## config.mk

```make
export PLATFORM = sky130hd
export DESIGN_NAME = sorted_array_priority_queue
export DESIGN_NICKNAME = d
export VERILOG_FILES = /design/src/rtl/sapq_pkg.sv /design/src/rtl/sapq_ctrl.sv /design/src/rtl/sapq_datapath.sv /design/src/rtl/sorted_array_priority_queue.sv
export VERILOG_INCLUDE_DIRS = /design/src /design/src/rtl
export SDC_FILE = /design/constraint.sdc
export NUM_CORES = 1
export LEC_CHECK = 0
export BUFFER_PORTS_ARGS = -buffer_cell sky130_fd_sc_hd__buf_2
export CAP_MARGIN = 15
export CORE_MARGIN = 1.5
export CORE_UTILIZATION = 52
export CTS_CLUSTER_SIZE = 28
export DETAILED_ROUTE_END_ITERATION = 10
export HOLD_SLACK_MARGIN = 0.03
export PLACE_DENSITY_LB_ADDON = 0.2
export SLEW_MARGIN = 25
export SYNTH_ARGS = -nofsm -noshare
export SYNTH_HDL_FRONTEND = slang
export SYNTH_HIERARCHICAL = 1
export SYNTH_SLANG_ARGS = --single-unit
```

## constraint.sdc

```tcl
create_clock -name clk -period 3.4 [get_ports clk]
set_input_delay 0.17 -clock clk [delete_from_list [all_inputs] [get_ports clk]]
set_output_delay 0.17 -clock clk [all_outputs]
set_load 0.1 [all_outputs]
```

## src/rtl/assert_macros.svh

```systemverilog
// Assertion macros used by the top-level RTL file of the priority queue.
`ifndef ASSERT_MACROS_SVH
`define ASSERT_MACROS_SVH

`ifndef SYNTH
`define SAPQ_ASSERT(lbl, prop) \
  lbl: assert property (@(posedge clk) disable iff (!rst_n) prop) \
    else $error("sapq assertion failed");
`define SAPQ_ASSERT_RST(lbl, prop) \
  lbl: assert property (@(posedge clk) prop) \
    else $error("sapq reset assertion failed");
`else
`define SAPQ_ASSERT(lbl, prop)
`define SAPQ_ASSERT_RST(lbl, prop)
`endif

`endif

```

## src/rtl/sapq_pkg.sv

```systemverilog
// Package: shared types and constants of the sorted-array priority queue.
package sapq_pkg;

  localparam int SAPQ_DEPTH = 8;
  localparam int VAL_W      = 32;
  localparam int CAP_W      = 4;
  localparam int CNT_W      = 4;
  localparam int APB_DW     = 32;
  localparam int APB_AW     = 3;
  localparam int REG_IDX_LSB = 2;

  localparam logic [CAP_W-1:0] CAP_RESET = 4'd8;

  localparam logic REG_CAPACITY = 1'b0;

  localparam logic OP_INSERT = 1'b0;
  localparam logic OP_POP    = 1'b1;

  typedef enum logic [1:0] {
    RES_OK    = 2'd0,
    RES_FULL  = 2'd1,
    RES_EMPTY = 2'd2
  } res_t;

  typedef struct packed {
    logic insert;
    logic pop;
    logic load;
    res_t res;
  } dp_cmd_t;

endpackage

```

## src/rtl/sapq_ctrl.sv

```systemverilog
// Controller: capacity register, request handshake FSM and command decode.
module sapq_ctrl
  import sapq_pkg::*;
#(
  parameter int DEPTH = SAPQ_DEPTH,
  localparam int CW = $clog2(DEPTH + 1)
) (
  input  logic                     clk,
  input  logic                     rst_n,
  input  logic                     psel,
  input  logic                     penable,
  input  logic                     pwrite,
  input  logic [APB_AW-1:0]        paddr,
  input  logic [APB_DW-1:0]        pwdata,
  output logic [APB_DW-1:0]        prdata,
  output logic                     pready,
  input  logic                     in_valid,
  output logic                     in_ready,
  input  logic                     in_op,
  output logic                     out_valid,
  input  logic                     out_ready,
  input  logic [CW-1:0]            fill,
  output dp_cmd_t                  cmd
);

  localparam int LW = (CW > CAP_W) ? CW : CAP_W;

  typedef enum logic [1:0] {
    S_IDLE = 2'b01,
    S_HOLD = 2'b10
  } state_t;

  state_t           state_r, state_nxt;
  logic [CAP_W-1:0] capacity_r, capacity_nxt;
  logic             cfg_wr;
  logic             accept;
  logic [LW-1:0]    cap_ext, limit, fill_ext;
  logic             full, empty;

  assign pready = 1'b1;
  assign cfg_wr = psel && penable && pwrite && pready && (paddr[REG_IDX_LSB] == REG_CAPACITY);
  assign capacity_nxt = cfg_wr ? pwdata[CAP_W-1:0] : capacity_r;
  assign prdata = (paddr[REG_IDX_LSB] == REG_CAPACITY) ?
                  APB_DW'(capacity_r) : '0;

  always_ff @(posedge clk) begin
    if (!rst_n) begin
      capacity_r <= CAP_RESET;
      state_r    <= S_IDLE;
    end else begin
      capacity_r <= capacity_nxt;
      state_r    <= state_nxt;
    end
  end

  // limit = min(capacity, DEPTH)
  assign cap_ext  = LW'(capacity_r);
  assign limit    = (cap_ext > LW'(DEPTH)) ? LW'(DEPTH) : cap_ext;
  assign fill_ext = LW'(fill);
  assign full     = fill_ext >= limit;
  assign empty    = (fill == '0);

  assign out_valid = (state_r == S_HOLD);
  assign in_ready  = !out_valid || out_ready;
  assign accept    = in_valid && in_ready;

  always_comb begin
    state_nxt = state_r;
    case (state_r)
      S_IDLE: begin
        if (accept) state_nxt = S_HOLD;
      end
      S_HOLD: begin
        if (accept) state_nxt = S_HOLD;
        else if (out_ready) state_nxt = S_IDLE;
      end
      default: state_nxt = S_IDLE;
    endcase
  end

  always_comb begin
    cmd.load   = accept;
    cmd.insert = accept && (in_op == OP_INSERT) && !full;
    cmd.pop    = accept && (in_op == OP_POP) && !empty;
    if (in_op == OP_INSERT) cmd.res = full ? RES_FULL : RES_OK;
    else                    cmd.res = empty ? RES_EMPTY : RES_OK;
  end

endmodule

```

## src/rtl/sapq_datapath.sv

```systemverilog
// Datapath: descending sorted cell array, fill counter and result registers.
module sapq_datapath
  import sapq_pkg::*;
#(
  parameter int DEPTH = SAPQ_DEPTH,
  localparam int CW = $clog2(DEPTH + 1)
) (
  input  logic                     clk,
  input  logic                     rst_n,
  input  dp_cmd_t                  cmd,
  input  logic signed [VAL_W-1:0]  in_value,
  output logic [CW-1:0]            fill,
  output logic signed [VAL_W-1:0]  out_popped_value,
  output logic [1:0]               out_status,
  output logic [CNT_W-1:0]         out_count
);

  // cell 0 holds the largest entry
  logic signed [VAL_W-1:0] cell_r   [DEPTH];
  logic signed [VAL_W-1:0] cell_nxt [DEPTH];
  logic [DEPTH-1:0]        ge;
  logic [CW-1:0]           fill_r, fill_nxt;
  logic signed [VAL_W-1:0] popped_r;
  logic [1:0]              status_r;
  logic [CNT_W-1:0]        count_r;

  always_comb begin
    for (int i = 0; i < DEPTH; i++) begin
      ge[i] = (CW'(i) < fill_r) && (cell_r[i] >= in_value);
    end
  end

  always_comb begin
    for (int i = 0; i < DEPTH; i++) cell_nxt[i] = cell_r[i];
    if (cmd.pop) begin
      for (int i = 0; i < DEPTH - 1; i++) cell_nxt[i] = cell_r[i + 1];
    end else if (cmd.insert) begin
      cell_nxt[0] = ge[0] ? cell_r[0] : in_value;
      for (int i = 1; i < DEPTH; i++) begin
        if (ge[i])          cell_nxt[i] = cell_r[i];
        else if (ge[i - 1]) cell_nxt[i] = in_value;
        else                cell_nxt[i] = cell_r[i - 1];
      end
    end
  end

  always_comb begin
    fill_nxt = fill_r;
    if (cmd.insert)   fill_nxt = fill_r + 1'b1;
    else if (cmd.pop) fill_nxt = fill_r - 1'b1;
  end

  always_ff @(posedge clk) begin
    if (!rst_n) begin
      fill_r <= '0;
    end else begin
      fill_r <= fill_nxt;
    end
  end

  always_ff @(posedge clk) begin
    if (cmd.insert || cmd.pop) begin
      for (int i = 0; i < DEPTH; i++) cell_r[i] <= cell_nxt[i];
    end
  end

  always_ff @(posedge clk) begin
    if (cmd.load) begin
      popped_r <= cmd.pop ? cell_r[0] : '0;
      status_r <= cmd.res;
      count_r  <= CNT_W'(fill_nxt);
    end
  end

  assign fill             = fill_r;
  assign out_popped_value = popped_r;
  assign out_status       = status_r;
  assign out_count        = count_r;

endmodule

```

## src/rtl/sorted_array_priority_queue.sv

```systemverilog
// Top level: bounded priority queue on a sorted register array.
// Results are registered: a request accepted in a cycle has its result valid in the following cycle.
// Throughput: one request per cycle while out_ready stays high; all cells compare in parallel.
// in_ready drops only while a result waits and out_ready is low.
// Reset (rst_n low, synchronous): queue empty, capacity 8, no result pending.
// Entry contents are not cleared; only stored entries are ever read.
`include "assert_macros.svh"

module sorted_array_priority_queue
  import sapq_pkg::*;
#(
  parameter int DEPTH = SAPQ_DEPTH
) (
  input  logic                     clk,
  input  logic                     rst_n,
  input  logic                     psel,
  input  logic                     penable,
  input  logic                     pwrite,
  input  logic [APB_AW-1:0]        paddr,
  input  logic [APB_DW-1:0]        pwdata,
  output logic [APB_DW-1:0]        prdata,
  output logic                     pready,
  input  logic                     in_valid,
  output logic                     in_ready,
  input  logic                     in_op,
  input  logic signed [VAL_W-1:0]  in_value,
  output logic                     out_valid,
  input  logic                     out_ready,
  output logic signed [VAL_W-1:0]  out_popped_value,
  output logic [1:0]               out_status,
  output logic [CNT_W-1:0]         out_count
);

  localparam int CW = $clog2(DEPTH + 1);

  dp_cmd_t       cmd;
  logic [CW-1:0] fill;

  sapq_ctrl #(.DEPTH(DEPTH)) u_ctrl (
    .clk       (clk),
    .rst_n     (rst_n),
    .psel      (psel),
    .penable   (penable),
    .pwrite    (pwrite),
    .paddr     (paddr),
    .pwdata    (pwdata),
    .prdata    (prdata),
    .pready    (pready),
    .in_valid  (in_valid),
    .in_ready  (in_ready),
    .in_op     (in_op),
    .out_valid (out_valid),
    .out_ready (out_ready),
    .fill      (fill),
    .cmd       (cmd)
  );

  sapq_datapath #(.DEPTH(DEPTH)) u_dp (
    .clk              (clk),
    .rst_n            (rst_n),
    .cmd              (cmd),
    .in_value         (in_value),
    .fill             (fill),
    .out_popped_value (out_popped_value),
    .out_status       (out_status),
    .out_count        (out_count)
  );

  `SAPQ_ASSERT(a_fill_bound, fill <= CW'(DEPTH))
  `SAPQ_ASSERT(a_pop_ok, (in_valid && in_ready && in_op == OP_POP && fill != '0) |=> (out_valid && out_status == RES_OK && fill == $past(fill) - 1'b1))
  `SAPQ_ASSERT(a_err_zero, (out_valid && out_status != RES_OK) |-> (out_popped_value == '0))
  `SAPQ_ASSERT_RST(a_reset_empty, !rst_n |=> (fill == '0 && !out_valid))

endmodule

```

---- Word level (Yosys, flattened, before mapping) ----
Memory sizes are Yosys's and may differ from the RTL's.
Index checks and enable logic that the tools add are counted.
word-level totals
  register bits ........................... 48
  bits in latches ......................... 0
  RAM bits ................................ 256
  ROM bits ................................ 0
  bits of input ports ..................... 75
  output and inout bits ................... 73
  word-level logic and storage cells ...... 87
  memories kept ........................... 1
memory list
  name         words  width  rd ports  clocked after memory_dff  wr ports  RTL line             source
  u_dp.cell_r  8      32     8         0                         8         sapq_datapath.sv:19  logic signed [VAL_W-1:0] cell_r [DEPTH];
operators by class
  $add $sub $neg .......................... 2
  $mul .................................... 0
  div/mod/pow operators ................... 0
  $lt $le $gt $ge ......................... 18
  equality and inequality tests ........... 4
  shift operators ......................... 0
  mux-type cells .......................... 31
  bitwise gates (word level) .............. 2
  reductions and logical operators ........ 23
operators with widths
  kind                   count
  $mux W32               16
  $ge A32 B32 Y1         8
  $mux W256              1
  $mux W224              1
  $logic_and A1 B1 Y1    16
  $lt A3 B4 Y1 const A   4
  $mux W4                4
  $mux W2                5
  $lt A1 B4 Y1 const A   2
  $lt A2 B4 Y1 const A   2
  $add A4 B1 Y4 const B  1
  $ge A4 B4 Y1           1
  $gt A4 B4 Y1 const B   1
  $logic_not A4 Y1       1
  $pmux W2 S2            1
  $sub A4 B1 Y4 const B  1
  $logic_not A1 Y1       3
  $mux W1                3
  $ne A3 B3 Y1 const B   1
  $eq A2 B1 Y1 const B   1
  $eq A2 B2 Y1 const B   1
  $logic_or A1 B1 Y1     2
  $ne A2 B1 Y1 const B   1
  $not A1 Y1             2
  $reduce_and A2 Y1      1

---- Longest topological paths before layout ----
Gate-level depths: netlist of run 1.
  depth in word-level cells ............... 9
  depth in mapped cells ................... 12
  gate-level depth less buffers ........... 10

---- Hierarchy ----
Netlist of run 1, hierarchy kept.
modules (own cells, without submodules)
  module         times used  cells each  area each (um^2)  sequential area each (um^2)
  sapq_datapath  1           1856        19842.8           8908.5
  sapq_ctrl      1           85          686.9             120.1

---- Worst setup path before layout of run 1 ----
Ideal clock, no wire load.
  path type ............................... register to register
  start point ............................. register u_ctrl.state_r[0]
  end point ............................... memory u_dp.cell_r[7][4], in the netlist u_dp/cell_r[1][100], enable pin
  setup time .............................. 0.394 ns
  arrival ................................. 4.543 ns
  required time ........................... 3.006 ns
  slack ................................... -1.537 ns
  cell stages (with the launch flop) ...... 12
  buffers on the path ..................... 4
  clock period less this slack ............ 4.937 ns
  cell sequence ........................... dfxtp_1 -> inv_1 -> ha_1 -> nand2b_1 -> and2_1 -> and3_1 -> clkbuf_1 -> nor2b_1 -> clkbuf_1 -> buf_4 -> clkbuf_1 -> a32o_1
RTL lines
  element                 RTL line             source
  start, declared         sapq_ctrl.sv:33      state_t state_r, state_nxt;
  start signal, assigned  sapq_ctrl.sv:52      state_r <= state_nxt;
  end, declared           sapq_datapath.sv:19

==> results of run 1 <==
[routing by layer]
layer  wire, um  global-route usage  vias to the layer above
met1      26200               0.434                     8008
li1           -                   -                     7861
met3       5670              0.0481                       72
met4        958              0.0688                        0
met5          0                   0                        -
met2      23500               0.380                      904
[flip-flops by register name, summed over array words and instances, names as in the netlist]
signal,count
u_dp/out_status,2
u_dp/out_popped_value,32
u_ctrl/cap_ext,4
u_dp/out_count,4
u_dp/cell_r,256
u_ctrl/state_r,2
u_dp/fill,4
[where the power goes]
group          internal, uW  switching, uW  total (uW)
Sequential             4970            571        5540
Clock                  2390           1600        4000
Combinational          1290           2450        3740
[per-stage QoR]
step	hold slack, ps	util	area, sq um	instances
2_1_floorplan	232	-	20700	1968
6_report	75.6	0.604	23500	2629
3_5_place_dp	388	0.562	21800	2520
4_1_cts	47.3	0.604	23500	2628
5_1_grt	79.9	0.604	23500	2629
3_3_place_gp	387	0.562	21800	2520
[how the worst max path moves through the flow]
stage                                         end  slack, ps  depth (start not counted)
floorplan           u_dp/cell_r[1][100]$_DFFE_PP_         20                         11
global placement     u_dp/cell_r[0][40]$_DFFE_PP_         30                         10
detailed placement   u_dp/cell_r[0][41]$_DFFE_PP_         30                         10
CTS                  u_dp/cell_r[0][57]$_DFFE_PP_         20                          8
global route         u_dp/cell_r[1][36]$_DFFE_PP_         30                         11
finish               u_dp/cell_r[1][32]$_DFFE_PP_        150                         13
[critical path, stage by stage]
cell and delay [ps]:
dlygate4sd3_1 530, buf_2 130, inv_1 180, buf_4 280, ha_1 280, a21oi_1 140
o21ai_0 130, a221o_1 360, o311a_1 390, nor3_4 230, buf_12 310, mux2i_1 280
o21ai_1 80
[cells in the final DEF (no fill, tap or decap), types with 6 or more instances in the layout]
cell type	count
o311ai_1	142
mux2_2	33
mux2i_1	11
clkbuf_16	39
o21a_1	9
dlygate4sd3_1	41
conb_1	29
buf_12	22
or3_1	7
o311ai_0	44
and2_1	36
nor2_1	21
buf_2	88
dfxtp_1	10
clkinv_1	9
edfxtp_1	294
nand2_1	284
a21oi_1	87
ha_1	265
nand2b_1	17
nand3_1	213
o21ai_0	71
nor4_1	13
or4_1	6
a21o_1	41
buf_4	71
clkinv_2	7
nand4_1	43
a221oi_1	7
inv_1	51
nor2b_1	8
[layout make-up]
| class | count | area, sq um |
|---|---|---|
| fill | 3262 | 15400 |
| multi-input combinational | 1465 | 10500 |
| sequential | 304 | 9030 |
| timing repair buffer | 224 | 1850 |
| clock buffer | 44 | 995 |
| tap | 518 | 648 |
| clock inverter | 23 | 215 |
| inverter | 51 | 191 |
[cells by family (layout without fill, tap and decap cells)]
logic type / count (synthesis) / in the layout / share of synthesized area
simple gates: 672 / 672 / 0.158
buf+inv: 199 / 342 / 0.0545
xor+xnor: 3 / 3 / 0.00128
other cells: 2 / 29 / 0.000366
flops: 304 / 304 / 0.440
mux: 44 / 44 / 0.0235
compound gates: 451 / 451 / 0.160
fa+ha+maj: 266 / 266 / 0.162
[repair_timing]
action	4_1_cts	5_1_grt
setup endpoints to repair	0	69
hold endpoints to repair	43	0
buffers inserted	0	0
gates resized for setup	0	5
hold buffers	41	0
==> summary.md, run 1 <==
| Metric | Value |
|---|---|
| Fin nets | `2424` |
| Slew Limit Fails | `0` |
| I/O pin count | `148` |
| Warnings, synthesis | `6` |
| Post-synthesis sequential area ratio | `0.440` |
| Cells on worst reg2reg path | `9` |
| Arrival time worst endpoint | `3530 ps` |
| Post-synth EDFFs | `294` |
| Max cap viols | `0` |
| Most used DFF post-synth | `edfxtp_1` |
| Overflow after GRT | `0` |
| Largest net degree at the start of global routing | `218` |
| Initial antenna violation count | `0` |
| Diodes inserted | `0` |
| Antenna Violating Nets Remaining | `0` |
| Largest fanout on the critical path | `63` |
| Starting DRC count in detailed routing | `2302` |
| FF+latch count, synth | `304` |
| Worst vdd ir | `0.395 mV` |
| Worst r2r src | `u_ctrl/cap_ext[0]$_SDFFE_PN0P_` |
| Vias in the first global route | `15500` |
| First-pass GRT wire length | `87800 um` |
| Core region area | `38800 sq um` |
| Status | `complete, no violations` |
| Mean Syn Cell Area | `10.6 sq um` |
| Cells after Synth | `1941` |
| Detailed-route via count | `16800` |
| Post-synthesis async set-or-reset flop share | `0` |
| Layout area overhead | `14.3%` |
| Vias per std cell | `6.41` |
| Synthesized cell area | `20500 sq um` |
| Largest cells by area after synthesis | `edfxtp_1, ha_1, o311ai_1` |
| Gpl congestion | `0.933` |
| Die H | `202 um` |
| Class of the worst hold path | `input port to flop` |
| Final hold violation count | `0` |
| Hold path endpoint | `u_ctrl/state_r[0]$_SDFFE_PN1P_` |
| Share of layout cells above drive strength 1 | `0.138` |
| Worst Path Required | `3680 ps` |
| Worst-Skew Late Latency | `550 ps` |
| Most frequent cell after synthesis | `edfxtp_1` |
| Slew @ Worst Pin | `1030 ps` |
| R2r setup slk | `220 ps` |
| Pwr/cell area | `566 nW/um^2` |
| CTS H-tree lvls | `2` |
| Port bufs | `88` |
| Pre-CTS setup slack | `28.2 ps` |
| Die W | `202 um` |
| Clock root buffer | `clkbuf_16` |
| Crit path capture type | `flop` |
| Peak Freq | `308 MHz` |
| CTS max path bufs | `3` |
| Die ar. | `40700 sq um` |
| Wire length per cell | `21.4 um` |
| Final setup margin | `154 ps` |
| Fin Setup TNS | `0 ps` |
| Netlist cell types | `58` |
| Final period util | `0.955` |
| CTS tree | `done` |
| Pre-Repair DR Iteration Count | `6` |
| Final setup fails | `0` |
| Final Critical Period | `3250 ps` |
| Hold Crit Start | `out_ready` |
| Setup crit start kind | `input port` |
| Worst hold path depth | `3` |
| Post-synth top cells | `edfxtp_1, nand2_1, ha_1` |
| FP Rows | `72` |
| Worst r2r dst | `u_dp/cell_r[1][7]$_DFFE_PP_` |
| Total chip power | `13300 uW` |
| Synth top area share | `0.430` |
| Setup Crit Path Kind | `input port to flop` |
| DP Wirelength | `40500 um` |
| Unrepaired setup endpoints after global routing | `false` |
| Final WL | `56300 um` |
| CP startpoint | `in_value[21]` |
| Clock Sink Count | `304` |
| Leak | `0.00925 uW` |
| CTS buffer count | `37` |
| Drt drc | `0` |
| GRT Overall Usage | `0.273` |
| Initial Util | `0.529` |
| Clk pin slew, worst setup/hold paths | `60 ps` |
| Cell accounting for the most synthesized area | `edfxtp_1` |
| Worst Skew | `12.7 ps` |
| Max-slew headroom | `0.311` |
(Power assumes the default switching activity.)
==> run 2, diff against run 1 <==
==> constraint.sdc (replaced) <==
create_clock -name clk -period 3.4 [get_ports clk]
set_input_delay 0.17 -clock clk [delete_from_list [all_inputs] [get_ports clk]]
set_output_delay 0.17 -clock clk [all_outputs]
set_load 0.05 [all_outputs]
==> run 2 against run 1 <==
  * The flow now finishes with violations (setup timing)
  * Clock skew is 9.2 ps higher
  * Cell count hardly changed
  * Combinational power is 5% lower
==> summary.md, run 2 (synthesized netlist as in run 1, its figures left out) <==
| Metric | Value |
|---|---|
| Layout Cells excl Fill | `2628 (-0.038%)` |
| GRT Overall Usage | `0.267 (-0.00667)` |
| Detailed-route via count | `16700 (-0.65%)` |
| CTS max path bufs | `3 (unchanged)` |
| Most common cell after layout, fill and taps aside | `edfxtp_1` |
| Clock Sink Count | `304 (unchanged)` |
| Worst r2r dst | `u_dp/cell_r[1][34]$_DFFE_PP_` |
| Fin nets | `2424 (unchanged)` |
| CTS H-tree lvls | `2 (unchanged)` |
| Arrival time worst endpoint | `3740 ps (+210 ps)` |
| Share of layout cells above drive strength 1 | `0.136 (-0.00136)` |
| CTS buffer count | `36 (-2.7%)` |
| Largest net degree at the start of global routing | `224 (+2.8%)` |
| Worst Skew | `21.8 ps (+9.18 ps)` |
| Worst r2r src | `u_ctrl/cap_ext[0]$_SDFFE_PN0P_` |
| Final period util | `1.01 (+0.0554)` |
| Setup crit start kind | `flop` |
| Final hold violation count | `0 (unchanged)` |
| Slew Limit Fails | `0 (unchanged)` |
| CTS tree | `done` |
| Peak Freq | `291 MHz (-5.5%)` |
| First-pass GRT wire length | `86900 um (-1.0%)` |
| Hold path endpoint | `u_ctrl/state_r[1]$_SDFFE_PN0P_` |
| Hold Crit Start | `in_valid` |
| Filler Cell Count | `3269 (+0.21%)` |
| Starting DRC count in detailed routing | `2132 (-7.4%)` |
| Final Critical Period | `3430 ps (+188 ps)` |
| Port bufs | `88 (unchanged)` |
| Clock root buffer | `clkbuf_16` |
| Slew @ Worst Pin | `1390 ps (+357 ps)` |
| Design area | `23300 sq um (-0.75%)` |
| Gpl congestion | `0.927 (-0.55%)` |
| Die ar. | `40700 sq um (unchanged)` |
| Worst hold path depth | `4 (+1)` |
| Violated checks | `setup timing` |
| Antenna Violating Nets Remaining | `0 (unchanged)` |
| Unrepaired setup endpoints after global routing | `false` |
| Vias in the first global route | `15700 (+1.1%)` |
| Worst Path Required | `3700 ps (+20 ps)` |
| Vias per std cell | `6.37 (-0.62%)` |
| Diodes inserted | `0 (unchanged)` |
| Cell-internal power | `8370 uW (-3.3%)` |
| Largest Register | `u_dp/cell_r` |
| Pre-Repair DR Iteration Count | `6 (unchanged)` |
| FP Rows | `72 (unchanged)` |
| Sequential Power Share | `0.434 (+0.016)` |
| Placed cell area | `21800 sq um (-0.34%)` |
| Clock power frac | `0.286 (-0.015)` |
| Sw frac | `0.340 (-0.00810)` |
| Max-slew headroom | `0.0732 (-0.238)` |
| Drt drc | `0 (unchanged)` |
| Final setup margin | `-34.6 ps (-188 ps)` |
| Comb pwr share | `0.280 (about the same)` |
| Number of flip-flops in the largest register | `256 (unchanged)` |
| Hold WS | `108 ps (+32.4 ps)` |
| Final setup fails | `4 (+4)` |
| I/O pin count | `148 (unchanged)` |
| Largest fanout on the critical path | `223 (+250%)` |
| Pwr/cell area | `544 nW/um^2 (-3.8%)` |
| Final WL | `55200 um (-2.0%)` |
| Placed Cells | `2521 (+0.040%)` |
| Cells on worst reg2reg path | `9 (unchanged)` |
| R2r setup slk | `-30 ps (-250 ps)` |
| Crit path capture type | `flop` |
| DP Wirelength | `38600 um (-4.5%)` |
| Net Switching | `4310 uW (-6.7%)` |
| Initial antenna violation count | `0 (unchanged)` |
| Worst-Skew Late Latency | `530 ps (-20 ps)` |
| Leak | `0.00913 uW (-1.4%)` |
| Wire length per cell | `21.0 um (-2.0%)` |
| Most frequent cells in the layout | `edfxtp_1, nand2_1, ha_1` |
| Layout area overhead | `13.5%` |
| Core region area | `38800 sq um (unchanged)` |
| Die H | `202 um (unchanged)` |
| Max cap viols | `0 (unchanged)` |
| Class of the worst hold path | `input port to flop` |
| Worst vdd ir | `0.302 mV (-23%)` |
| Initial Util | `0.529 (unchanged)` |
| Setup Crit Path Kind | `flop to flop` |
| Overflow after GRT | `0 (unchanged)` |
| Status | `finished, violations left` |
| Clk pin slew, worst setup/hold paths | `60 ps (about the same)` |
| Die W | `202 um (unchanged)` |
==> run 2: cell count changes in the layout (fill, tap and decap cells not counted), sizes merged <==
cell | before | now
buf | 183 | 184
clkbuf | 44 | 51
clkinv | 17 | 11
clkinvlp | 0 | 4
inv | 53 | 49
bufinv | 4 | 1
==> run 2: worst max-delay path by stage <==
stage / endpoint / from / slack (ps)
final: u_dp/cell_r[1][34]$_DFFE_PP_ / u_ctrl/cap_ext[0]$_SDFFE_PN0P_ / -30
after global routing: u_dp/cell_r[0][64]$_DFFE_PP_ / in_value[28] / 3
after CTS: u_dp/cell_r[0][18]$_DFFE_PP_ / in_value[26] / 130
after detailed placement: u_dp/cell_r[0][9]$_DFFE_PP_ / in_value[26] / 150
after global placement: u_dp/cell_r[0][9]$_DFFE_PP_ / in_value[21] / 200
after floorplan: u_dp/cell_r[0][100]$_DFFE_PP_ / u_ctrl/state_r[0]$_SDFFE_PN1P_ / 20
==> run 2: power by group through the flow <==
stage	Sequential [uW]	Clock, uW	Combinational, uW
CTS	5470	3700	3510
finish	5500	3630	3550
floorplan	5470	0	2460
detailed placement	5550	0	3450
global placement	5530	0	3310
global route	5560	3830	3930
==> run 2: critical path, stage by stage, from the launching register on <==
cell	delay, ps
dfxtp_1	340
nor2b_1	180
ha_1	240
nand2b_1	140
a2111o_1	450
a21oi_1	180
buf_4	300
nand2b_4	80
buf_12	200
o311ai_0	630
==> run 2: timing repair <==
action | in CTS | in global routing
gates resized for setup | 0 | 8
endpoints found under the setup margin | 0 | 36
hold endpoints to repair | 42 | 0
hold buffers | 41 | 0
buffers inserted | 0 | 1
==> run 2: final cells by class <==
| cell class | instances | area, sq um | area share |
|---|---|---|---|
| clock buffer | 51 | 988 | 0.0424 |
| inverter | 51 | 206 | 0.00886 |
| clock inverter | 14 | 96.3 | 0.00414 |
| tap | 518 | 648 | 0.0278 |
| multi-input combinational | 1465 | 10500 | 0.453 |
| timing repair buffer | 225 | 1780 | 0.0764 |
| sequential | 304 | 9030 | 0.388 |
==> run 2: through the flow <==
stage	TNS, ps	total power, uW	util	worst slack [ps]
final	-74.7	12700	0.600	-34.6
after floorplan	0	7930	-	24.2
after CTS	0	12700	0.599	135
after global routing	0	13300	0.600	2.59
after detailed placement	0	9000	0.560	152
after global placement	0	8840	0.560	198
==> run 2: layer usage <==
metal / vias to the layer above / share of wire / track usage
li1: 7864 / - / -
met5: - / 0 / 0
met3: 71 / 0.083 / 0.0322
met2: 836 / 0.42 / 0.376
met4: 0 / 0.023 / 0.0741
met1: 7964 / 0.47 / 0.425
==> run 3, diff against run 2 <==
--- a/config.mk
+++ b/config.mk
@@ -8,8 +8,10 @@
 export LEC_CHECK = 0
 export BUFFER_PORTS_ARGS = -buffer_cell sky130_fd_sc_hd__buf_2
 export CAP_MARGIN = 15
-export CORE_MARGIN = 1.5
-export CORE_UTILIZATION = 52
+export CELL_PAD_IN_SITES_DETAIL_PLACEMENT = 0
+export CELL_PAD_IN_SITES_GLOBAL_PLACEMENT = 1
+export CORE_MARGIN = 2
+export CORE_UTILIZATION = 44
 export CTS_CLUSTER_SIZE = 28
 export DETAILED_ROUTE_END_ITERATION = 10
 export HOLD_SLACK_MARGIN = 0.03
==> run 3 against run 2 <==
  * Critical path depth rose by 1
  * Worst hold slack got worse by 47 ps
  * Register-to-register slack improved by 190 ps
  * The flow now finishes without violations
  * Core utilization fell by 8.9 points
  * Largest power group unchanged
  * Highest routed layer unchanged
  * Sequential share of layout area fell by 0.59 points
  * Via count fell by 1.4%
==> summary.md, run 3 (synthesized netlist as in run 1, its figures left out) <==
| Metric | Value |
|---|---|
| Status | `complete, no violations` |
| Final hold violation count | `0 (unchanged)` |
| Slowest stage delay, CP | `470 ps (-160 ps)` |
| Class of the worst hold path | `input port to flop` |
| Vias in the first global route | `15300 (-2.2%)` |
| Crit path capture type | `flop` |
| CTS buffer count | `38 (+5.6%)` |
| Pre-CTS setup slack | `157 ps (+4.86 ps)` |
| Crit-path cells | `nor2b_1, ha_1, nand2b_1, a2111o_1, a21oi_1, buf_4, nand2b_4, buf_12, buf_16, o311ai_0` |
| Share of layout cells above drive strength 1 | `0.144 (+0.00730)` |
| Filler Cell Count | `4247 (+30%)` |
| Die ar. | `48400 sq um (+19%)` |
| Most frequent cells in the layout | `edfxtp_1, nand2_1, ha_1` |
| Leak | `0.00930 uW (+1.9%)` |
| Most common cell after layout, fill and taps aside | `edfxtp_1` |
| Initial antenna violation count | `0 (unchanged)` |
| Overflow after GRT | `0 (unchanged)` |
| Core region area | `46300 sq um (+19%)` |
| Worst r2r src | `u_ctrl/cap_ext[0]$_SDFFE_PN0P_` |
| Wire length per cell | `20.9 um (-0.44%)` |
| CP startpoint | `u_ctrl/cap_ext[0]$_SDFFE_PN0P_` |
| Worst Path Required | `3740 ps (+40 ps)` |
| Area occupied by multi-input gates | `10500 sq um (about the same)` |
| Clock Sink Count | `304 (unchanged)` |
| Layout Cells excl Fill | `2742 (+4.3%)` |
| Hold Crit Start | `in_valid` |
| Cells on worst reg2reg path | `10 (+1)` |
| Number of flip-flops in the largest register | `256 (unchanged)` |
| Fin nets | `2448 (+0.99%)` |
| Setup Crit Path Kind | `flop to flop` |
| I/O pin count | `148 (unchanged)` |
| GRT Overall Usage | `0.237 (-0.0296)` |
| Final Critical Period | `3240 ps (-192 ps)` |
| Arrival time worst endpoint | `3580 ps (-160 ps)` |
| First-pass GRT wire length | `89300 um (+2.8%)` |
| CTS tree | `done` |
| Drt drc | `0 (unchanged)` |
| Die H | `220 um (+9.1%)` |
| Setup crit start kind | `flop` |
| DP Wirelength | `40400 um (+4.6%)` |
| Worst Skew | `13.3 ps (-8.55 ps)` |
| Largest Register | `u_dp/cell_r` |
| Max-slew headroom | `0.493 (+0.419)` |
| Pwr/cell area | `546 nW/um^2 (+0.32%)` |
| Layout area overhead | `15.2%` |
| Pre-Repair DR Iteration Count | `6 (unchanged)` |
| FF/Latch Area | `9030 sq um (unchanged)` |
| Slew Limit Fails | `0 (unchanged)` |
| FP Rows | `79 (+9.7%)` |
| Clk pin slew, worst setup/hold paths | `50 ps (about the same)` |
| Detailed-route via count | `16500 (-1.4%)` |
| Final WL | `57300 um (+3.9%)` |
| Starting DRC count in detailed routing | `1651 (-23%)` |
| Diodes inserted | `0 (unchanged)` |
| CTS max path bufs | `3 (unchanged)` |
| Vias per std cell | `6.02 (-5.5%)` |
| Antenna Violating Nets Remaining | `0 (unchanged)` |
| Worst-Skew Late Latency | `560 ps (+30 ps)` |
| CP Depth | `10 (+1)` |
| Initial Util | `0.444 (-0.0849)` |
| Slew @ Worst Pin | `761 ps (-629 ps)` |
| Total chip power | `12900 uW (+1.9%)` |
| Die W | `220 um (+9.1%)` |
| Final setup fails | `0 (-4)` |
| Largest fanout on the critical path | `152 (-32%)` |
| Final period util | `0.954 (-0.0566)` |
| Slowest CP cell | `o311ai_0` |
| CTS H-tree lvls | `2 (unchanged)` |
| Port bufs | `88 (unchanged)` |
| Worst hold path depth | `4 (unchanged)` |
| Worst vdd ir | `0.275 mV (-8.9%)` |
| Final setup margin | `158 ps (+192 ps)` |
| Unrepaired setup endpoints after global routing | `true` |
| Largest net degree at the start of global routing | `224 (unchanged)` |
| Clock root buffer | `clkbuf_16` |
| Peak Freq | `308 MHz (+5.9%)` |
| Top cell family by delay on the critical path | `compound AO/OA/AOI/OAI gates` |
| Gpl congestion | `0.839 (-9.6%)` |
| CP Buf/Inv Count | `3 (+1)` |
| Max cap viols | `0 (unchanged)` |
| Placed Cells | `2631 (+4.4%)` |
| Postcts setup bufs | `0 (unchanged)` |
[run 3: per-stage QoR]
stage                     hold WS [ps]  TNS (ps)   util  instance area (sq um)
final                             61.3         0  0.511                  23700
after global routing              74.8     -38.1  0.511                  23700
after CTS                         30.4         0  0.511                  23600
after detailed placement           411         0  0.477                  22000
after global placement             391         0  0.477                  22000
after floorplan                    232         0      -                  20600
[run 3: what timing repair did]
action | 4_1_cts | 5_1_grt
hold endpoints to repair | 42 | 0
endpoints found under the setup margin | 0 | 14
gates resized for setup | 0 | 1
hold buffers | 42 | 0
[run 3: path summary, 6_finish.rpt]
| path | to | slack, ps |
|---|---|---|
| worst min-delay path | u_ctrl/state_r[1]$_SDFFE_PN0P_ | 60 |
| worst max-delay path | u_dp/cell_r[1][31]$_DFFE_PP_ | 160 |
| worst min register to register | u_dp/cell_r[1][64]$_DFFE_PP_ | 560 |
| worst max register to register | u_dp/cell_r[1][31]$_DFFE_PP_ | 160 |
[run 3: area by class of cell]
| class | instances | area share |
|---|---|---|
| well taps | 607 | 0.0321 |
| repair buffers | 247 | 0.0839 |
| clock buffers | 56 | 0.0452 |
| clock inverters | 12 | 0.00349 |
| inverters | 51 | 0.00809 |
| multi-input cells | 1465 | 0.446 |
| flip-flops and latches | 304 | 0.382 |
[run 3: per-layer routing]
metal  GRT usage  wire [um]  vias up  share of wire
met3      0.0378       4390       58          0.077
li1            -          -     7916              -
met4      0.0512        919        0          0.016
met2       0.331      23900      654           0.42
met1       0.378      28100     7880           0.49
met5           0          0        -              0
[run 3: tightest hold or removal path, cell delays in order]
cell and delay (ps):
buf_2 110, inv_1 60, nor3_1 50, o21a_1 170
[run 3: report_power, final]
part / leakage (uW) / total (uW) / internal (uW) / switching (uW)
registers: 0.00296 / 5500 / 4970 / 533
logic: 0.00579 / 3570 / 1310 / 2260
clock network: 0.000556 / 3840 / 2250 / 1600
total: 0.00930 / 12900 / 8530 / 4380
